$ cat src/rtl/sfr_pkg.sv
`default_nettype none
package sfr_pkg;

  localparam int unsigned PATTERN_MAX     = 8;
  localparam int unsigned REPLACEMENT_MAX = 8;
  localparam int unsigned QUEUE_DEPTH     = 2;

  localparam int unsigned FILL_W = $clog2(PATTERN_MAX + 1);
  localparam int unsigned HEAD_W = $clog2(REPLACEMENT_MAX + 1);
  localparam int unsigned CNT_W  = $clog2(PATTERN_MAX + REPLACEMENT_MAX + 2);
  localparam int unsigned QPTR_W = (QUEUE_DEPTH > 1) ? $clog2(QUEUE_DEPTH) : 1;
  localparam int unsigned QCNT_W = $clog2(QUEUE_DEPTH + 1);

  localparam int unsigned ADDR_W    = 5;
  localparam int unsigned DATA_W    = 64;
  localparam int unsigned REG_IDX_W = 2;

  localparam logic [7:0] NEWLINE_BYTE = 8'd10;

  typedef enum logic [REG_IDX_W-1:0] {
    REG_PATTERN_BYTES     = 2'd0,
    REG_PATTERN_LENGTH    = 2'd1,
    REG_REPLACEMENT_BYTES = 2'd2,
    REG_REPLACEMENT_LEN   = 2'd3
  } sfr_reg_e;

  // Configuration as seen by the datapath, lengths already saturated
  typedef struct packed {
    logic [PATTERN_MAX-1:0][7:0]     pattern;
    logic [FILL_W-1:0]               plen;
    logic [REPLACEMENT_MAX-1:0][7:0] repl;
    logic [HEAD_W-1:0]               rlen;
    logic                            plen_wr;
  } sfr_cfg_t;

  // One classified input: head bytes, then window bytes, then an optional newline
  typedef struct packed {
    logic [REPLACEMENT_MAX-1:0][7:0] head;
    logic [HEAD_W-1:0]               head_len;
    logic [PATTERN_MAX-1:0][7:0]     tail;
    logic [FILL_W-1:0]               tail_len;
    logic                            nl;
    logic [CNT_W-1:0]                total_len;
  } sfr_job_t;

endpackage
`default_nettype wire

$ cat src/rtl/stream_find_replace.sv
// Channel   Direction  Handshake               Payload
// text in   input      push / full             in_byte_i, end_of_stream_i
// text out  output     pop / empty             out_byte_o, last_of_run_o
// config    input      psel/penable/pwrite     paddr, pwdata, prdata (64-bit regs at 8*i)
//
// One text byte is taken per cycle while the job queue is not full; the front
// classifies it against the pattern window in that cycle and queues a job of
// 1 to 9 output beats, or none when the byte yields nothing.
// The back drains one beat per cycle while pop is high; a two-entry job queue
// parts the sides. Reset clears lengths, registers and window fill; no
// clearing pass. Either side may stall without losing or repeating beats.
`default_nettype none
module stream_find_replace (
  input  wire logic                       clk_i,
  input  wire logic                       rst_ni,
  input  wire logic                       push,
  output logic                            full,
  input  wire logic [7:0]                 in_byte_i,
  input  wire logic                       end_of_stream_i,
  output logic                            empty,
  input  wire logic                       pop,
  output logic      [7:0]                 out_byte_o,
  output logic                            last_of_run_o,
  input  wire logic                       psel,
  input  wire logic                       penable,
  input  wire logic                       pwrite,
  input  wire logic [sfr_pkg::ADDR_W-1:0] paddr,
  input  wire logic [sfr_pkg::DATA_W-1:0] pwdata,
  output logic      [sfr_pkg::DATA_W-1:0] prdata,
  output logic                            pready
);

  sfr_pkg::sfr_cfg_t cfg;
  sfr_pkg::sfr_job_t job_in, job_out;
  logic job_push, job_pop, job_empty, accept;

  assign accept = push && !full;

  sfr_regs u_regs (
    .clk_i   (clk_i),
    .rst_ni  (rst_ni),
    .psel    (psel),
    .penable (penable),
    .pwrite  (pwrite),
    .paddr   (paddr),
    .pwdata  (pwdata),
    .prdata  (prdata),
    .pready  (pready),
    .cfg_o   (cfg)
  );

  sfr_front u_front (
    .clk_i           (clk_i),
    .rst_ni          (rst_ni),
    .cfg_i           (cfg),
    .accept_i        (accept),
    .in_byte_i       (in_byte_i),
    .end_of_stream_i (end_of_stream_i),
    .job_push_o      (job_push),
    .job_o           (job_in)
  );

  sfr_fifo u_fifo (
    .clk_i   (clk_i),
    .rst_ni  (rst_ni),
    .push_i  (job_push),
    .data_i  (job_in),
    .full_o  (full),
    .pop_i   (job_pop),
    .data_o  (job_out),
    .empty_o (job_empty)
  );

  sfr_back u_back (
    .clk_i         (clk_i),
    .rst_ni        (rst_ni),
    .job_i         (job_out),
    .job_empty_i   (job_empty),
    .job_pop_o     (job_pop),
    .empty         (empty),
    .pop           (pop),
    .out_byte_o    (out_byte_o),
    .last_of_run_o (last_of_run_o)
  );

endmodule
`default_nettype wire

$ cat src/rtl/sfr_regs.sv
`default_nettype none
module sfr_regs (
  input  wire logic                       clk_i,
  input  wire logic                       rst_ni,
  input  wire logic                       psel,
  input  wire logic                       penable,
  input  wire logic                       pwrite,
  input  wire logic [sfr_pkg::ADDR_W-1:0] paddr,
  input  wire logic [sfr_pkg::DATA_W-1:0] pwdata,
  output logic      [sfr_pkg::DATA_W-1:0] prdata,
  output logic                            pready,
  output sfr_pkg::sfr_cfg_t               cfg_o
);

  logic [63:0] pattern_q;
  logic [3:0]  plen_q;
  logic [63:0] repl_q;
  logic [3:0]  rlen_q;
  logic        wr;
  logic [sfr_pkg::REG_IDX_W-1:0] idx;

  assign pready = 1'b1;
  assign wr     = psel && penable && pwrite;
  assign idx    = paddr[sfr_pkg::ADDR_W-1:3];

  // Write the addressed register on the access beat
  always_ff @(posedge clk_i or negedge rst_ni) begin
    if (!rst_ni) begin
      pattern_q <= '0;
      plen_q    <= '0;
      repl_q    <= '0;
      rlen_q    <= '0;
    end else if (wr) begin
      case (idx)
        sfr_pkg::REG_PATTERN_BYTES:     pattern_q <= pwdata;
        sfr_pkg::REG_PATTERN_LENGTH:    plen_q    <= pwdata[3:0];
        sfr_pkg::REG_REPLACEMENT_BYTES: repl_q    <= pwdata;
        sfr_pkg::REG_REPLACEMENT_LEN:   rlen_q    <= pwdata[3:0];
        default: ;
      endcase
    end
  end

  // Read back
  always_comb begin
    case (idx)
      sfr_pkg::REG_PATTERN_BYTES:     prdata = pattern_q;
      sfr_pkg::REG_PATTERN_LENGTH:    prdata = {60'd0, plen_q};
      sfr_pkg::REG_REPLACEMENT_BYTES: prdata = repl_q;
      sfr_pkg::REG_REPLACEMENT_LEN:   prdata = {60'd0, rlen_q};
      default:                        prdata = '0;
    endcase
  end

  // Saturate lengths to the supported maxima
  always_comb begin
    cfg_o.pattern = pattern_q[sfr_pkg::PATTERN_MAX*8-1:0];
    cfg_o.repl    = repl_q[sfr_pkg::REPLACEMENT_MAX*8-1:0];
    if (plen_q > 4'(sfr_pkg::PATTERN_MAX)) begin
      cfg_o.plen = sfr_pkg::FILL_W'(sfr_pkg::PATTERN_MAX);
    end else begin
      cfg_o.plen = sfr_pkg::FILL_W'(plen_q);
    end
    if (rlen_q > 4'(sfr_pkg::REPLACEMENT_MAX)) begin
      cfg_o.rlen = sfr_pkg::HEAD_W'(sfr_pkg::REPLACEMENT_MAX);
    end else begin
      cfg_o.rlen = sfr_pkg::HEAD_W'(rlen_q);
    end
    cfg_o.plen_wr = wr && (idx == sfr_pkg::REG_PATTERN_LENGTH);
  end

endmodule
`default_nettype wire

$ cat src/rtl/sfr_front.sv
`default_nettype none
module sfr_front (
  input  wire logic              clk_i,
  input  wire logic              rst_ni,
  input  wire sfr_pkg::sfr_cfg_t cfg_i,
  input  wire logic              accept_i,
  input  wire logic [7:0]        in_byte_i,
  input  wire logic              end_of_stream_i,
  output logic                   job_push_o,
  output sfr_pkg::sfr_job_t      job_o
);

  logic [sfr_pkg::PATTERN_MAX-1:0][7:0] win_q, win_d, wtmp, shifted, nwin;
  logic [sfr_pkg::FILL_W-1:0] fill_q, fill_d, fill0, f1, fill_pre;
  logic active, is_nl, full_win, hit;

  assign active = cfg_i.plen != '0;
  assign is_nl  = in_byte_i == sfr_pkg::NEWLINE_BYTE;
  assign fill0  = (fill_q >= cfg_i.plen) ? '0 : fill_q;
  assign f1     = fill0 + 1'b1;
  assign full_win = f1 == cfg_i.plen;

  // Place the new byte and compare against the pattern
  always_comb begin
    hit = 1'b1;
    for (int i = 0; i < sfr_pkg::PATTERN_MAX; i++) begin
      wtmp[i] = (sfr_pkg::FILL_W'(i) == fill0) ? in_byte_i : win_q[i];
    end
    for (int i = 0; i < sfr_pkg::PATTERN_MAX; i++) begin
      if (sfr_pkg::FILL_W'(i) < cfg_i.plen && wtmp[i] != cfg_i.pattern[i]) begin
        hit = 1'b0;
      end
    end
    for (int i = 0; i < sfr_pkg::PATTERN_MAX - 1; i++) begin
      shifted[i] = wtmp[i+1];
    end
    shifted[sfr_pkg::PATTERN_MAX-1] = wtmp[sfr_pkg::PATTERN_MAX-1];
  end

  // Classify the beat into head bytes, window flush and newline
  always_comb begin
    job_o.head     = cfg_i.repl;
    job_o.head_len = '0;
    nwin           = wtmp;
    fill_pre       = f1;
    if (is_nl) begin
      nwin     = win_q;
      fill_pre = fill0;
    end else if (full_win && hit) begin
      job_o.head_len = cfg_i.rlen;
      fill_pre       = '0;
    end else if (full_win) begin
      job_o.head[0]  = wtmp[0];
      job_o.head_len = sfr_pkg::HEAD_W'(1);
      nwin           = shifted;
      fill_pre       = cfg_i.plen - 1'b1;
    end
    job_o.tail = nwin;
    job_o.nl   = is_nl || end_of_stream_i;
    if (job_o.nl) begin
      job_o.tail_len = fill_pre;
      fill_d         = '0;
    end else begin
      job_o.tail_len = '0;
      fill_d         = fill_pre;
    end
    win_d = nwin;
    job_o.total_len = sfr_pkg::CNT_W'(job_o.head_len) + sfr_pkg::CNT_W'(job_o.tail_len)
                    + sfr_pkg::CNT_W'(job_o.nl);
  end

  assign job_push_o = accept_i && active && (job_o.total_len != '0);

  // Advance the window fill; a new pattern length drops the window
  always_ff @(posedge clk_i or negedge rst_ni) begin
    if (!rst_ni) begin
      fill_q <= '0;
    end else if (cfg_i.plen_wr) begin
      fill_q <= '0;
    end else if (accept_i && active) begin
      fill_q <= fill_d;
    end
  end

  // Window bytes carry no reset
  always_ff @(posedge clk_i) begin
    if (accept_i && active) begin
      win_q <= win_d;
    end
  end

endmodule
`default_nettype wire

$ cat src/rtl/sfr_fifo.sv
`default_nettype none
module sfr_fifo (
  input  wire logic              clk_i,
  input  wire logic              rst_ni,
  input  wire logic              push_i,
  input  wire sfr_pkg::sfr_job_t data_i,
  output logic                   full_o,
  input  wire logic              pop_i,
  output sfr_pkg::sfr_job_t      data_o,
  output logic                   empty_o
);

  sfr_pkg::sfr_job_t mem_q [sfr_pkg::QUEUE_DEPTH];
  logic [sfr_pkg::QPTR_W-1:0] wptr_q, rptr_q;
  logic [sfr_pkg::QCNT_W-1:0] cnt_q;

  assign full_o  = cnt_q == sfr_pkg::QCNT_W'(sfr_pkg::QUEUE_DEPTH);
  assign empty_o = cnt_q == '0;
  assign data_o  = mem_q[rptr_q];

  function automatic logic [sfr_pkg::QPTR_W-1:0] bump(logic [sfr_pkg::QPTR_W-1:0] p);
    if (p == sfr_pkg::QPTR_W'(sfr_pkg::QUEUE_DEPTH - 1)) begin
      return '0;
    end
    return p + 1'b1;
  endfunction

  // Advance pointers and occupancy
  always_ff @(posedge clk_i or negedge rst_ni) begin
    if (!rst_ni) begin
      wptr_q <= '0;
      rptr_q <= '0;
      cnt_q  <= '0;
    end else begin
      if (push_i) begin
        wptr_q <= bump(wptr_q);
      end
      if (pop_i) begin
        rptr_q <= bump(rptr_q);
      end
      if (push_i && !pop_i) begin
        cnt_q <= cnt_q + 1'b1;
      end else if (pop_i && !push_i) begin
        cnt_q <= cnt_q - 1'b1;
      end
    end
  end

  always_ff @(posedge clk_i) begin
    if (push_i) begin
      mem_q[wptr_q] <= data_i;
    end
  end

  a_no_overflow: assert property (@(posedge clk_i) disable iff (!rst_ni)
    push_i |-> !full_o) else $error("job queue overflow");
  a_no_underflow: assert property (@(posedge clk_i) disable iff (!rst_ni)
    pop_i |-> !empty_o) else $error("job queue underflow");

endmodule
`default_nettype wire

$ cat src/rtl/sfr_back.sv
`default_nettype none
module sfr_back (
  input  wire logic              clk_i,
  input  wire logic              rst_ni,
  input  wire sfr_pkg::sfr_job_t job_i,
  input  wire logic              job_empty_i,
  output logic                   job_pop_o,
  output logic                   empty,
  input  wire logic              pop,
  output logic [7:0]             out_byte_o,
  output logic                   last_of_run_o
);

  sfr_pkg::sfr_job_t job_q;
  logic [sfr_pkg::CNT_W-1:0] idx_q;
  logic busy_q, take, fin;

  assign empty         = !busy_q;
  assign last_of_run_o = idx_q == (job_q.total_len - 1'b1);
  assign take          = busy_q && pop;
  assign fin           = take && last_of_run_o;
  assign job_pop_o     = (!busy_q || fin) && !job_empty_i;

  // Select the byte at the current position of the job
  always_comb begin
    out_byte_o = sfr_pkg::NEWLINE_BYTE;
    for (int i = 0; i < sfr_pkg::REPLACEMENT_MAX; i++) begin
      if (sfr_pkg::HEAD_W'(i) < job_q.head_len && idx_q == sfr_pkg::CNT_W'(i)) begin
        out_byte_o = job_q.head[i];
      end
    end
    for (int j = 0; j < sfr_pkg::PATTERN_MAX; j++) begin
      if (sfr_pkg::FILL_W'(j) < job_q.tail_len &&
          idx_q == sfr_pkg::CNT_W'(job_q.head_len) + sfr_pkg::CNT_W'(j)) begin
        out_byte_o = job_q.tail[j];
      end
    end
  end

  // Load the next job, step through its beats, drop it after the last
  always_ff @(posedge clk_i or negedge rst_ni) begin
    if (!rst_ni) begin
      busy_q <= 1'b0;
      idx_q  <= '0;
    end else if (job_pop_o) begin
      busy_q <= 1'b1;
      idx_q  <= '0;
    end else if (fin) begin
      busy_q <= 1'b0;
    end else if (take) begin
      idx_q <= idx_q + 1'b1;
    end
  end

  always_ff @(posedge clk_i) begin
    if (job_pop_o) begin
      job_q <= job_i;
    end
  end

  a_idx_in_job: assert property (@(posedge clk_i) disable iff (!rst_ni)
    busy_q |-> idx_q < job_q.total_len) else $error("beat index past job end");
  a_job_nonempty: assert property (@(posedge clk_i) disable iff (!rst_ni)
    job_pop_o |=> job_q.total_len != '0) else $error("empty job loaded");
  a_stall_holds: assert property (@(posedge clk_i) disable iff (!rst_ni)
    busy_q && !pop |=> busy_q && $stable(idx_q)) else $error("stalled beat moved");

endmodule
`default_nettype wire

$ cat config.mk
export PLATFORM = sky130hd
export DESIGN_NAME = stream_find_replace
export DESIGN_NICKNAME = d
export VERILOG_FILES = /design/src/rtl/sfr_pkg.sv /design/src/rtl/stream_find_replace.sv /design/src/rtl/sfr_regs.sv /design/src/rtl/sfr_front.sv /design/src/rtl/sfr_fifo.sv /design/src/rtl/sfr_back.sv
export SDC_FILE = /design/constraint.sdc
export NUM_CORES = 1
export LEC_CHECK = 0
export BUFFER_PORTS_ARGS = -buffer_cell sky130_fd_sc_hd__buf_2
export CAP_MARGIN = 5
export CORE_AREA = 2 2 220 222
export CTS_CLUSTER_DIAMETER = 40
export CTS_CLUSTER_SIZE = 16
export DETAILED_ROUTE_END_ITERATION = 8
export DIE_AREA = 0 0 222 224
export GPL_TIMING_DRIVEN = 0
export PLACE_DENSITY = 0.83
export SLEW_MARGIN = 10
export SYNTH_ARGS = -nofsm -noshare
export SYNTH_HDL_FRONTEND = slang
export SYNTH_HIERARCHICAL = 1
export SYNTH_SLANG_ARGS = --single-unit
$ cat constraint.sdc
create_clock -name clk_i -period 27.7 [get_ports clk_i]
set_input_delay 4.155 -clock clk_i [delete_from_list [all_inputs] [get_ports clk_i]]
set_output_delay 4.155 -clock clk_i [all_outputs]
set_load 0.01 [all_outputs]
Word level (Yosys, flattened, before mapping)
Memory sizes are Yosys's and may differ from the RTL's. A register that Yosys moved wholly into a read port is not among the register bits.
Cells that the tools add are included.

cells by class
  add/sub/neg operators = 17
  magnitude comparators = 27
  reduce and logical (&&, ||, !) cells = 58
  equality and inequality tests = 38
  mux-type cells = 67

operator list
  cell                 count
  $pmux 64 s4          1
  $mux 8               25
  $mux 56              2
  $mux 64              1
  $ne 8x8->1           8
  $lt 3x4->1 const A   12
  $mux 4               11
  $eq 5x5->1           8
  $logic_and 1x1->1    36
  $lt 1x4->1 const A   6
  $lt 2x4->1 const A   6
  $mux 12              2
  $add 4x3->5 const B  4
  $eq 5x3->1 const B   4
  $mux 1               20
  $eq 3x4->1 const A   4
  $mux 5               3
  $add 4x2->5 const B  2
  $eq 5x2->1 const B   2
  $reduce_and 2->1     5
  $eq 2x4->1 const A   2
  $eq 8x4->1 const B   1
  $gt 4x4->1 const B   2
  $reduce_bool 2->1    4
  other kinds (26)     36

word-level totals
  flip-flop bits (word level) = 214
  input port bits = 85
  memories kept = 1
  memory bits (writable) = 284

memories
  memory        depth  bits a word  read ports  clocked after memory_dff  write ports  RTL line        RTL
  u_fifo.mem_q  2      142          1           1                         1            sfr_fifo.sv:13  sfr_pkg::sfr_job_t mem_q [sfr_pkg::QUEUE_DEPTH];

Longest topological paths before layout
  word-level depth = 28
  depth in mapped cells = 33
  depth with buffers taken out = 27

Cells and area by module
Netlist, hierarchy kept.

modules (own cells, without submodules)
  module               sequential area each (um2)  times used  cells each  area each (um2)
  sfr_fifo             8628.3                      1           458         10712.8
  sfr_front            2021.9                      1           821         7333.3
  sfr_back             4384.2                      1           491         6648.9
  sfr_regs             3403.3                      1           442         6164.7
  stream_find_replace  0.0                         1           1           13.8

Worst setup path after synthesis
No wires, ideal clock.

  kind = input to register
  start = input port in_byte_i[6]
  end = memory u_fifo/mem_q[0][0] (netlist name) (enable)
  arrival = 14.180 ns
  setup time = 0.662 ns
  path slack = 12.858 ns
  cell stages on the path = 17
  data required time = 27.038 ns
  buffers on the path = 1
  cells stage by stage = buf_2 -> xor2_1 -> nor4_1 -> nand4_1 -> o221a_2 -> a2111oi_1 -> o211ai_1 -> nor4_2 -> o211ai_2 -> a221oi_1 -> a2111oi_0 -> fa_1 -> fa_1 -> xor2_1 -> or3_1 -> o31a_1 -> nor2b_1

RTL lines
  element             RTL line                   RTL
  start: declaration  stream_find_replace.sv:18  input wire logic [7:0] in_byte_i,
  end: declaration    sfr_fifo.sv:13

==> flow_summary.ini <==
[status]
status = complete, no violations

[timing]
setup-tns-final_ns = 0
rsz0062_at_grt = no
clock_skew_ns = 0.02480
maxSlewHeadroom_pct = 11.13
setup_viol = 0
finalHoldViolCount = 0
worst_pin_slew_ns = 1.299
fmax_ghz = 0.09672
drv_slew = 0
fin_crit_ns = 10.34
fin_crit_sh_pct = 37.33

[run]
drv_cap = 0

[worst_setup_path]
path_cells = clkbuf_1 -> xor2_1 -> nor4_1 -> nand4_1 -> o221a_2 -> a2111oi_1 -> o211ai_1 -> nor4_2 -> o211ai_2 -> a221oi_1 -> a2111oi_0 -> fa_1 -> fa_1 -> xor2_1 -> or3_1 -> o31a_1 -> and2_4 -> buf_16
path_delay_family = compound AO/OA/AOI/OAI gates
required_ns = 28.01
end_kind = flip-flop
critical_path_class = in2reg
max_stage_delay_ns = 0.79
crit_arrival_ns = 10.65
cp-start-kind = primary input
cp_max_fo = 54
slowest_stage = and2_4
cp_num_buf_inv = 2

[cts]
cts_root_buf = clkbuf_16
path_clk_slew_ns = 0.06
cts_resized = 0
cts_inserted_buffers = 84
post_cts.repair.setup_buffers = 0
cts_tree = yes
h-tree-depth = 3
hold_buffers = 0
clk_latency_ns = 0.65
cts.sinks = 637
cts_buffer_depth = 3

[drt]
drtAntennaViolNets = 0
vias = 20920
routed_via_density = 6.641
wire_per_inst_um = 29.13
wirelength_um = 91760
route.detailed.drc = 0
drtPass1Iterations = 8
first_iter_violations = 2850

[layout]
fillers = 2914
mostFrequentLayoutCells = 487 x edfxtp_1, 208 x mux2_2, 185 x buf_2
drive_gt1_share_pct = 31.91
design_area_mm2 = 0.03562
layout_commonest_cell = edfxtp_1
insertedDiodeCount = 0
areaGrowthSynthToFinish_pct = 15.63
fin_nets = 2583

[die]
start_util_pct = 65.06
design.die.area_mm2 = 0.04973
core_mm2 = 0.04735
fp-row-count = 80
die_h_um = 224
io_pins = 161
dieWidth_um = 222

[place]
io_buffers = 152
postPlaceCellArea_mm2 = 0.03275
hpwl_um = 66220
gp_congestion = 0.9630

[pwr]
ir_drop_v = 0.00007045
p_leak_nw = 13.97
power_density_mw_per_mm2 = 113.9

[synthesis]
syn-cell-area_mm2 = 0.03080
syn_avg_cell_area_um2 = 13.94
synth_warnings = 6
synth_nets = 2328
netlist_instances = 2210

[grt]
grt_max_degree = 83
grt_overflow_total = 0
grtUsageTotal_pct = 36.98
antenna_found_initial = 5
grt_first_pass_wirelength_um = 133200
grt_pass1_vias = 20700

[hold_path]
holdCritPathClass = reg2reg
[power breakdown]
group	internal, W	total, W	switching (W)
clock	0.000606	0.00108	0.000476
sequential	0.00139	0.00154	0.000150
combinational	0.000574	0.00144	0.000862
[area by class of cell]
cell class	count	area [µm²]	area share, %
tap	615	769.5	2.160
multi-input combinational	1314	10960	30.78
sequential	637	18380	51.60
buffer	182	1195	3.355
clock buffer	90	2156	6.053
inverter	77	291.5	0.8185
clock inverter	66	703.2	1.974
timing repair buffer	169	1164	3.267
[path summary, 6_finish.rpt]
kind                       cells past startpoint                          from                          endpoint  slack, ns
max                                           18                  in_byte_i[1]     u_fifo/mem_q[1][28]$_DFFE_PP_      17.36
min                                            1   u_fifo/cnt_q[1]$_DFFE_PN0P_       u_fifo/cnt_q[1]$_DFFE_PN0P_       0.51
max reg2reg                                   29  u_regs/plen_q[3]$_DFFE_PN0P_     u_fifo/mem_q[1][28]$_DFFE_PP_      17.68
min reg2reg                                    1   u_fifo/cnt_q[1]$_DFFE_PN0P_       u_fifo/cnt_q[1]$_DFFE_PN0P_       0.51
max in group asynchronous                      2                        rst_ni  u_regs/pattern_q[16]$_DFFE_PN0P_      23.41
min in group asynchronous                      1                        rst_ni     u_regs/repl_q[54]$_DFFE_PN0P_       3.48
[layer usage]
metal	wire [µm]	global-route usage [%]	share of wire (%)
met3	9498	7.385	10
met5	52	0	0.057
met4	4932	17.85	5.4
met1	35210	50.68	38
met2	42070	57.35	46
[registers in the layout, summed over array words and instances (netlist names)]
register / flops
u_front/fill_q: 4
u_back/job_q: 141
u_fifo/wptr_q: 1
u_fifo/rptr_q: 1
u_regs/repl_q: 64
u_back/idx_q: 5
u_fifo/cnt_q: 2
u_back/busy_q: 1
u_regs/pattern_q: 64
u_regs/rlen_q: 4
u_regs/plen_q: 4
u_fifo/mem_q: 282
u_front/win_q: 64
[metrics by stage]
step / instances / utilization [%] / setup slack, ns / total power, W / hold slack [ns]
floorplan: 2210 / - / 12.90 / 0.002452 / 0.4531
global placement: 2977 / 68.29 / 8.065 / 0.002904 / 0.4664
detailed placement: 2993 / 69.18 / 16.96 / 0.002938 / 0.4860
CTS: 3149 / 75.22 / 17.59 / 0.004028 / 0.5138
global route: 3150 / 75.23 / 17.14 / 0.004181 / 0.5314
finish: 3150 / 75.23 / 17.36 / 0.004056 / 0.5120
No activity file was read; power rests on OpenSTA's default activity.
